==> config.mk <==
export PLATFORM = sky130hd
export DESIGN_NAME = polygon_point_containment
export DESIGN_NICKNAME = d
export VERILOG_FILES = /design/src/rtl/pcc_pkg.sv /design/src/rtl/pcc_edge_unit.sv /design/src/rtl/polygon_point_containment.sv
export SDC_FILE = /design/constraint.sdc
export NUM_CORES = 2
export LEC_CHECK = 0
export ABC_AREA = 1
export BUFFER_PORTS_ARGS = -buffer_cell sky130_fd_sc_hd__clkbuf_2
export CELL_PAD_IN_SITES_DETAIL_PLACEMENT = 2
export CELL_PAD_IN_SITES_GLOBAL_PLACEMENT = 2
export CORE_MARGIN = 2
export CORE_UTILIZATION = 44
export CTS_BUF_LIST = sky130_fd_sc_hd__clkbuf_16
export DETAILED_ROUTE_END_ITERATION = 10
export GPL_TIMING_DRIVEN = 0
export PLACE_DENSITY = 0.85
export REMOVE_ABC_BUFFERS = 1
export SETUP_SLACK_MARGIN = 0.4
export SLEW_MARGIN = 0
export SYNTH_ARGS = -nofsm -noshare
export SYNTH_HDL_FRONTEND = slang
export SYNTH_HIERARCHICAL = 1
export SYNTH_SLANG_ARGS = --single-unit
==> constraint.sdc <==
create_clock -name clk_i -period 10.3 [get_ports clk_i]
set_input_delay 1.545 -clock clk_i [delete_from_list [all_inputs] [get_ports clk_i]]
set_output_delay 1.545 -clock clk_i [all_outputs]
set_load 0.02 [all_outputs]
==> src/rtl/pcc_pkg.sv <==
// Shared types and constants for the polygon point containment block.
// No dependencies; used by pcc_edge_unit and polygon_point_containment.
package pcc_pkg;

  localparam int unsigned MaxVertices = 64;
  localparam int unsigned AddrW       = $clog2(MaxVertices);
  localparam int unsigned CntW        = $clog2(MaxVertices + 1);
  localparam int unsigned CountW      = 7;

  typedef enum logic [1:0] {
    CMD_START = 2'd0,
    CMD_ADD   = 2'd1,
    CMD_QUERY = 2'd2
  } cmd_e;

  typedef struct packed {
    logic signed [15:0] y;
    logic signed [15:0] x;
  } vertex_t;

  typedef struct packed {
    logic [1:0]         cmd;
    logic signed [15:0] px;
    logic signed [15:0] py;
  } pcc_in_t;

  typedef struct packed {
    logic              inside_res;
    logic              on_boundary;
    logic              accepted;
    logic [CountW-1:0] vertex_count;
  } pcc_out_t;

  typedef struct packed {
    logic    valid;
    logic    last;
    vertex_t a;
    vertex_t b;
  } edge_in_t;

  typedef struct packed {
    logic valid;
    logic last;
    logic boundary;
    logic crossing;
  } edge_res_t;

endpackage

==> src/rtl/pcc_edge_unit.sv <==
// Two-stage edge test: one polygon edge against the query point per cycle.
// Depends on pcc_pkg for the vertex and edge beat types.
module pcc_edge_unit (
  input  logic               clk_i,
  input  logic               rst_ni,
  input  pcc_pkg::edge_in_t  edge_i,
  input  pcc_pkg::vertex_t   pt_i,
  output pcc_pkg::edge_res_t res_o
);

  logic signed [16:0] x1, y1, x2, y2, px, py;
  logic signed [16:0] lo, hi, ylo, yhi, dx, dy, dyp, dxp;
  logic signed [33:0] p1, p2;
  logic               vert, vbnd, in_span, lt_hi;

  always_comb begin
    x1  = {edge_i.a.x[15], edge_i.a.x};
    y1  = {edge_i.a.y[15], edge_i.a.y};
    x2  = {edge_i.b.x[15], edge_i.b.x};
    y2  = {edge_i.b.y[15], edge_i.b.y};
    px  = {pt_i.x[15], pt_i.x};
    py  = {pt_i.y[15], pt_i.y};
    lo  = (x1 < x2) ? x1 : x2;
    hi  = (x1 < x2) ? x2 : x1;
    ylo = (y1 < y2) ? y1 : y2;
    yhi = (y1 < y2) ? y2 : y1;
    dx  = x2 - x1;
    dy  = y2 - y1;
    dyp = y1 - py;
    dxp = px - x1;
    vert    = (x1 == x2);
    vbnd    = (px == x1) && (py >= ylo) && (py <= yhi);
    in_span = (px >= lo) && (px <= hi);
    lt_hi   = (px < hi);
    // cross products: edge height at px minus py, scaled by dx
    p1 = dyp * dx;
    p2 = dxp * dy;
  end

  // stage one: products and span flags
  logic               s1_valid_q, s1_last_q;
  logic               s1_vert_q, s1_vbnd_q, s1_span_q, s1_lthi_q, s1_dxneg_q;
  logic signed [33:0] s1_p1_q, s1_p2_q;

  always_ff @(posedge clk_i or negedge rst_ni) begin
    if (!rst_ni) begin
      s1_valid_q <= 1'b0;
    end else begin
      s1_valid_q <= edge_i.valid;
    end
  end

  always_ff @(posedge clk_i) begin
    s1_last_q  <= edge_i.last;
    s1_vert_q  <= vert;
    s1_vbnd_q  <= vbnd;
    s1_span_q  <= in_span;
    s1_lthi_q  <= lt_hi;
    s1_dxneg_q <= dx[16];
    s1_p1_q    <= p1;
    s1_p2_q    <= p2;
  end

  // stage two: sign of the sum decides boundary and crossing for non-vertical edges
  logic signed [34:0] num;
  logic               num_zero, num_pos;
  pcc_pkg::edge_res_t res_d, res_q;

  always_comb begin
    num      = {s1_p1_q[33], s1_p1_q} + {s1_p2_q[33], s1_p2_q};
    num_zero = (num == '0);
    num_pos  = !num[34] && !num_zero;
    res_d.valid    = s1_valid_q;
    res_d.last     = s1_last_q;
    res_d.boundary = s1_vert_q ? s1_vbnd_q : (s1_span_q && num_zero);
    res_d.crossing = !s1_vert_q && s1_span_q && !num_zero && s1_lthi_q
                     && (num_pos == !s1_dxneg_q);
  end

  always_ff @(posedge clk_i or negedge rst_ni) begin
    if (!rst_ni) begin
      res_q <= '0;
    end else begin
      res_q <= res_d;
    end
  end

  assign res_o = res_q;

endmodule

==> src/rtl/polygon_point_containment.sv <==
// Even-odd point-in-polygon block: vertex store, command sequencer, result register.
// Depends on pcc_pkg and instantiates pcc_edge_unit.

// A start or add command, and a query on an empty polygon, is taken while idle and its
// result strobes on done_o in the following cycle; busy stays low throughout. A query on
// N stored vertices keeps busy high through the read, close, wrap and wait states and
// strobes its result in the cycle after: the vertex store has one read port and the edge
// unit takes one edge per cycle, the closing edge back to the first vertex included,
// followed by its two pipeline stages. Results are not held: done_o is high for one
// cycle only and the receiver must take the beat then.
module polygon_point_containment (
  input  logic              clk_i,
  input  logic              rst_ni,
  input  logic              start,
  output logic              busy,
  input  pcc_pkg::pcc_in_t  item_i,
  output logic              done_o,
  output pcc_pkg::pcc_out_t res_o
);

  localparam logic [2:0] ST_IDLE  = 3'd0;
  localparam logic [2:0] ST_READ  = 3'd1;
  localparam logic [2:0] ST_CLOSE = 3'd2;
  localparam logic [2:0] ST_WRAP  = 3'd3;
  localparam logic [2:0] ST_WAIT  = 3'd4;

  logic [2:0] state_q, state_d;
  logic [pcc_pkg::CntW-1:0] total_q, total_d, iss_q, iss_d;
  logic rd_v_q, rd_first_q;
  logic par_q, par_d, bnd_q, bnd_d;
  logic done_q, done_d;
  pcc_pkg::pcc_out_t res_q, res_d;
  pcc_pkg::vertex_t pt_q, first_q, prev_q, rdata_q, new_v;
  logic accept, wr_en;
  logic [pcc_pkg::AddrW-1:0] wr_addr;

  pcc_pkg::vertex_t mem_q [pcc_pkg::MaxVertices];

  pcc_pkg::edge_in_t  edge_in;
  pcc_pkg::edge_res_t edge_res;

  assign accept  = start && !busy;
  assign new_v.x = item_i.px;
  assign new_v.y = item_i.py;

  // vertex store: one write port, one registered read port
  always_ff @(posedge clk_i) begin
    if (wr_en) begin
      mem_q[wr_addr] <= new_v;
    end
    rdata_q <= mem_q[iss_q[pcc_pkg::AddrW-1:0]];
  end

  always_comb begin
    state_d = state_q;
    total_d = total_q;
    iss_d   = iss_q;
    par_d   = par_q;
    bnd_d   = bnd_q;
    done_d  = 1'b0;
    res_d   = res_q;
    wr_en   = 1'b0;
    wr_addr = total_q[pcc_pkg::AddrW-1:0];

    // fold each edge beat into the running parity and boundary flag
    if (edge_res.valid) begin
      par_d = par_q ^ edge_res.crossing;
      bnd_d = bnd_q | edge_res.boundary;
    end

    unique case (state_q)
      ST_IDLE: begin
        if (accept) begin
          res_d.inside_res  = 1'b0;
          res_d.on_boundary = 1'b0;
          res_d.accepted    = 1'b0;
          priority if (item_i.cmd == pcc_pkg::CMD_START) begin
            wr_en          = 1'b1;
            wr_addr        = '0;
            total_d        = pcc_pkg::CntW'(1);
            res_d.accepted = 1'b1;
            done_d         = 1'b1;
          end else if (item_i.cmd == pcc_pkg::CMD_ADD) begin
            if (total_q < pcc_pkg::CntW'(pcc_pkg::MaxVertices)) begin
              wr_en          = 1'b1;
              total_d        = total_q + 1'b1;
              res_d.accepted = 1'b1;
            end
            done_d = 1'b1;
          end else if (item_i.cmd == pcc_pkg::CMD_QUERY) begin
            if (total_q == '0) begin
              done_d = 1'b1;
            end else begin
              iss_d   = '0;
              par_d   = 1'b0;
              bnd_d   = 1'b0;
              state_d = ST_READ;
            end
          end else begin
            done_d = 1'b1;
          end
          res_d.vertex_count = pcc_pkg::CountW'(total_d);
        end
      end
      ST_READ: begin
        iss_d = iss_q + 1'b1;
        if (iss_d == total_q) begin
          state_d = ST_CLOSE;
        end
      end
      ST_CLOSE: state_d = ST_WRAP;
      ST_WRAP:  state_d = ST_WAIT;
      ST_WAIT: begin
        if (edge_res.valid && edge_res.last) begin
          res_d.on_boundary  = bnd_d;
          res_d.inside_res   = bnd_d | par_d;
          res_d.accepted     = 1'b0;
          res_d.vertex_count = pcc_pkg::CountW'(total_q);
          done_d             = 1'b1;
          state_d            = ST_IDLE;
        end
      end
      default: state_d = ST_IDLE;
    endcase
  end

  // read beat pairs with the previous vertex; the closing edge wraps to the first
  always_comb begin
    edge_in.valid = (rd_v_q && !rd_first_q) || (state_q == ST_WRAP);
    edge_in.last  = (state_q == ST_WRAP);
    edge_in.a     = prev_q;
    edge_in.b     = (state_q == ST_WRAP) ? first_q : rdata_q;
  end

  always_ff @(posedge clk_i or negedge rst_ni) begin
    if (!rst_ni) begin
      state_q    <= ST_IDLE;
      total_q    <= '0;
      iss_q      <= '0;
      rd_v_q     <= 1'b0;
      rd_first_q <= 1'b0;
      par_q      <= 1'b0;
      bnd_q      <= 1'b0;
      done_q     <= 1'b0;
    end else begin
      state_q    <= state_d;
      total_q    <= total_d;
      iss_q      <= iss_d;
      rd_v_q     <= (state_q == ST_READ);
      rd_first_q <= (iss_q == '0);
      par_q      <= par_d;
      bnd_q      <= bnd_d;
      done_q     <= done_d;
    end
  end

  always_ff @(posedge clk_i) begin
    res_q <= res_d;
    if (accept) begin
      pt_q.x <= item_i.px;
      pt_q.y <= item_i.py;
    end
    if (rd_v_q) begin
      prev_q <= rdata_q;
      if (rd_first_q) begin
        first_q <= rdata_q;
      end
    end
  end

  pcc_edge_unit u_edge (
    .clk_i  (clk_i),
    .rst_ni (rst_ni),
    .edge_i (edge_in),
    .pt_i   (pt_q),
    .res_o  (edge_res)
  );

  assign busy   = (state_q != ST_IDLE);
  assign done_o = done_q;
  assign res_o  = res_q;

endmodule

# Word-level counts from Yosys, hierarchy flattened

Memory sizes are Yosys's and may differ from the RTL's. A register that Yosys moved wholly into a read port is not among the register bits.
Index checks and enable logic that the tools add are counted.

Reduce and logical (&&, ||, !) cells: 32
Magnitude comparators: 8
Multiplexer cells: 57
Equal/unequal tests: 17
Multiply operators: 2
Bitwise operators: 3
Add/subtract/negate cells: 7

Operators by type and width:

| kind                                         | number |
|---|---|
| multiplier 17 x 17 -> 34 bit                 | 2 |
| 2-to-1 mux 17 bit                            | 4 |
| subtractor 16 x 16 -> 17 bit                 | 4 |
| 2-to-1 mux 7 bit                             | 8 |
| adder 34 x 34 -> 35 bit                      | 1 |
| logical NOT 35 bit                           | 1 |
| greater-or-equal comparator 16 x 17 -> 1 bit | 2 |
| less-or-equal comparator 16 x 17 -> 1 bit    | 2 |
| == test 16 bit                               | 2 |
| less-than comparator 16 bit                  | 2 |
| 2-to-1 mux 32 bit                            | 1 |
| 2-to-1 mux 1 bit                             | 28 |
| 2-to-1 mux 3 bit                             | 7 |
| 2-to-1 mux 10 bit                            | 2 |
| case mux 10 bit (2 select lines)             | 1 |
| 2-to-1 mux 6 bit                             | 3 |
| less-than comparator 16 x 17 -> 1 bit        | 1 |
| case mux 3 bit (5 select lines)              | 1 |
| adder 7 x 1 -> 7 bit, second input constant  | 2 |
| logical NOT 7 bit                            | 2 |
| inequality test 2 bit, second input constant | 7 |
| case mux 7 bit (2 select lines)              | 1 |
| logical AND 1 bit                            | 12 |
| == test 7 bit                                | 1 |
| other kinds (20)                             | 29 |

RAM bits: 2048
Flip-flop bits (word level): 207
Logic and storage cells: 158
Memories kept: 1
Bits of input ports: 37
Output and inout port bits: 12

Memories:

| memory | depth | width | rd ports | clocked after memory_dff | write ports | RTL line                        | RTL |
|---|---|---|---|---|---|---|---|
| mem_q  | 64    | 32    | 1        | 1                        | 1           | polygon_point_containment.sv:37 | `pcc_pkg::vertex_t mem_q [pcc_pkg::MaxVertices];` |

# Logic depth before layout (Yosys ltp)

Depth in word-level cells: 8
Gate-level depth with buffers: 44
Depth with buffers taken out: 42

# Hierarchy

The synthesis kept the hierarchy.

By module, submodules not included:

| module                    | sequential area each (µm²) | times used | area an instance (µm²) | cells an instance |
|---|---|---|---|---|
| polygon_point_containment | 65873.2                    | 1          | 86601.8                | 6995 |
| pcc_edge_unit             | 1606.5                     | 1          | 31088.6                | 3994 |

# Worst setup path after synthesis

Ideal clock, no wire load.

Kind: register to register
Start: register state_q[2]
End: register u_edge.s1_p2_q[33]
Setup time: 0.072 ns
Buffers on the path: 1
Arrival: 7.531 ns
Data required time: 10.228 ns
Clock period less this slack: 7.603 ns
Slack: 2.697 ns
Cell stages (with the launch flop): 33
Cells stage by stage: dfrtp_1 > nor2_1 > clkbuf_1 > nand2_1 > nand2_1 > inv_1 > ha_1 > fa_1 > xnor2_1 > clkinv_1 > nor2_1 > inv_1 > fa_1 > inv_1 > fa_1 > inv_1 > fa_1 > inv_1 > fa_1 > fa_1 > inv_1 > fa_1 > inv_1 > ha_1 > a21oi_1 > inv_1 > nor2_1 > o221a_2 > nand3_1 > nand2_1 > o211ai_1 > a21oi_1 > xor2_1

RTL lines:

| what                     | RTL line                         | RTL |
|---|---|---|
| start: declaration       | polygon_point_containment.sv:27  | `logic [2:0] state_q, state_d;` |
| start signal: assignment | polygon_point_containment.sv:146 | `state_q <= state_d;` |
| end signal: assignment   | pcc_edge_unit.sv:61              | `s1_p2_q <= p2;` |
| end: declaration         | pcc_edge_unit.sv:43              | `logic signed [33:0] s1_p1_q, s1_p2_q;` |

# Worst setup path in the final report

Start: register prev_q, in the netlist edge_in[35]
End: register u_edge.s1_p2_q[31]

Cells in the longest elaborated chain, start to end: 2

RTL lines:

| what                         | RTL line                         | RTL |
|---|---|---|
| start: declaration           | polygon_point_containment.sv:33  | `pcc_pkg::vertex_t pt_q, first_q, prev_q, rdata_q, new_v;` |
| start signal: assignment     | polygon_point_containment.sv:164 | `prev_q <= rdata_q;` |
| subtractor 16 x 16 -> 17 bit | pcc_edge_unit.sv:30              | `dxp = px - x1;` |
| multiplier 17 x 17 -> 34 bit | pcc_edge_unit.sv:37              | `p2 = dxp * dy;` |
| named net u_edge.p2[31]      | pcc_edge_unit.sv:13              | `logic signed [33:0] p1, p2;` |

The timed path passes the listed nets, and every way through them passes these cells.
A chain may end at the register's enable or synchronous reset.

==> out/qor.yml <==
floorplan:
  die_w_microns: 521
  coreArea_sq_mm: 0.266
  rows: 189
  die-area_sq_mm: 0.272
  ios: 49
  start_util_pct: 44.3
  die_y_microns: 521
sta:
  hold_violations: 0
  relSlewSlack_pct: -20.2
  fin_crit_sh_pct: 111
  max_clock_freq_mhz: 87.5
  setup_tns_ns: -9.58
  tightest_slew_ns: 1.79
  fin_skew_ns: 0.0951
  drv_slew: 96
  setup_viol: 25
  fin_ws_ns: -1.13
  fin_crit_ns: 11.43
clock_network:
  cts.htree.levels: 4
  holdBufCountCts: 0
  cts_tree: "done"
  cts_made_buffers: 234
  worstSkewPairLatency_ns: 1.07
  clockRootBuffer: "clkbuf_16"
  cts_sinks: 2287
  clockBufferDepth: 3
  path_clk_slew_ns: 0.09
grt:
  grt.total_usage_pct: 45.6
  antenna_found_initial: 99
  grt_pass1_vias: 110000
  grt_overflow: 0
  grt_pass1_wl_microns: 870000
  grt_max_degree: 156
setup_path:
  cp_num_buf_inv: 6
  cp_max_fo: 10
  cpPeakStageDelay_ns: 1.14
  crit_top_cell: "fa_1"
  rr_worst_depth: 28
  critPathKind: "register to register"
  path_delay_family: "adder cells"
  worstPathArrival_ns: 12.24
  cp_slowest_cell: "xnor2_1"
  startpoint_type: "register"
  path_depth: 28
  required_ns: 11.10
  end_kind: "register"
run_status:
  failed_checks: "max-capacitance violations, max-slew violations, negative setup slack"
  status: "finished, violations left"
yosys:
  syn_area_sq_mm: 0.118
  yosys_warnings: 6
  synth_area_leaders: "edfxtp_1 55%, fa_1 10%, nor2_1 6.3%"
  synth_compound_area_share_pct: 8.48
  synth_top_family_by_area: "simple AND/OR/NAND/NOR gates"
  synth_fa_ha_area_share_pct: 13.7
  synthFlopType: "edfxtp_1"
  ys_ff_latch: 2287
  yosysUniqueCellTypes: 66
  yosys.area.top_type: "edfxtp_1"
  muxShareOfSynthArea_pct: 0
  synth_cells: 11000
  synth-simple-area-share_pct: 14.3
  avgSynthCellArea_sq_um: 10.7
  yosysSeqAreaShare_pct: 57.3
  yosysTopAreaCellShare_pct: 55.0
  synth-async-reset-ratio_pct: 1.18
  synth_xor_xnor_area_share_pct: 1.00
  synth-edff-count: 2154
worst_hold_path:
  hold_class: "register to register"
  hold_path_depth: 0
drt:
  drt_iter0_markers: 18200
  drc: 0
  vias_per_cell: 7.06
  vias: 105000
  wl_per_cell_microns: 45.4
  antenna_left: 0
  drtPass1Iterations: 7
  totalWireLength_microns: 673000
cells_and_area:
  drive_gt1_share_pct: 8.03
  layout_commonest_cell: "edfxtp_1"
  nNetsFinal: 12000
  mostFrequentLayoutCells: "2154 x edfxtp_1, 1910 x nor2_1, 1777 x nand2_1"
  synthToLayoutAreaGrowth_pct: 13.5
run:
  drv_cap: 12
placed_design:
  numPortBuffers: 48
  hpwl_microns: 337000
  gp_congestion: 0.875
Yosys cell counts, types with 9 or more instances:
library cell  number
a31oi_1           11
xor2_1            73
nand3_1          297
buf_1             39
inv_2             18
a21oi_1          282
clkinv_1          12
o21ai_0         1060
ha_1             336
o21bai_1          11
o21ai_2           10
dfxtp_1          106
edfxtp_1        2154
fa_1             597
nor2_2            21
nor4_1            16
dfrtp_1           27
nor2_1          1974
or2_2              9
a21o_1            14
inv_1           1002
buf_6             12
nor3_1            34
nand4_1           86
o22ai_1          187
buf_4             32
a21oi_2           16
o21ai_1          212
buf_2            107
clkbuf_1         309
xnor2_1           47
nand2_1         1787
worst paths after layout:
kind                                  start                  to  slack, ns
min in group asynchronous            rst_ni     u_edge/res_o[0]       0.82
hold reg to reg            u_edge/s1_last_q     u_edge/res_o[2]       0.34
setup / recovery                edge_in[35]  u_edge/s1_p2_q[31]      -1.13
hold / removal             u_edge/s1_last_q     u_edge/res_o[2]       0.34
max in group asynchronous            rst_ni            iss_q[0]       8.51
setup reg to reg                edge_in[35]  u_edge/s1_p2_q[31]      -1.13
stage by stage:
stage	util (%)	hold WS (ns)	worst slack, ns	instance area (sq um)	cells
2_1_floorplan	-	0.316	-38.26	115000	10500
3_3_place_gp	45.2	0.322	-122.32	120000	14100
3_5_place_dp	46.9	0.336	-1.41	125000	14300
4_1_cts	50.0	0.365	0.413	133000	14700
5_1_grt	50.3	0.339	-0.797	134000	14800
6_report	50.3	0.338	-1.13	134000	14800
routing by layer:
metal  up-vias  GRT usage (%)  part of all wire (%)
li1      37100              -                     -
met1     51700           49.0                    31
met2     10900           71.4                    44
met3      4888           14.7                    13
met4        96           42.3                    13
met5         -         0.0176                  0.14
worst register-to-register path, delay by kind of cell (launching register included):
kind | cells | cell delay, ns
adders and majority gates | 8 | 3.89
AOI/OAI and AO/OA | 5 | 1.71
buffers and inverters | 6 | 1.67
xor gates and xnor gates | 2 | 1.57
and+or+nand+nor | 7 | 1.41
DFF | 1 | 0.94
state kept, by name, summed over array words and instances, names as in the netlist, 3 cells and up:
signal and cells:
res_o 10, total_q 7, u_edge/s1_p1_q 34, iss_q 7, u_edge/s1_p2_q 34, pt_q 32
u_edge/res_o 4, state_q 3, edge_in 32, rdata_q 32, first_q 32, mem_q 2048
cell type report:
cell class,count,area [sq um]
fillers,26000,132000
flip-flops and latches,2287,67500
multi-input cells,7170,45100
clock buffers,238,5960
repair buffers,301,4650
well taps,3533,4420
inverters,1032,3940
clock inverters,200,1860
diodes,69,173
kinds of logic after synthesis:
family / count (synthesis)
and+or+nand+nor: 4248
AOI/OAI and AO/OA: 1861
buffers and inverters: 1532
xor gates and xnor gates: 128
adders and majority gates: 933
DFF: 2287
what timing repair did:
action,CTS,global route
buffers inserted,19,22
pin swaps,0,7
setup endpoints to repair,41,29
resized for setup,17,48
Power is left out: the tool's default activity adds up to more than one toggle a clock period on the data nets, which glitch-free logic cannot reach.
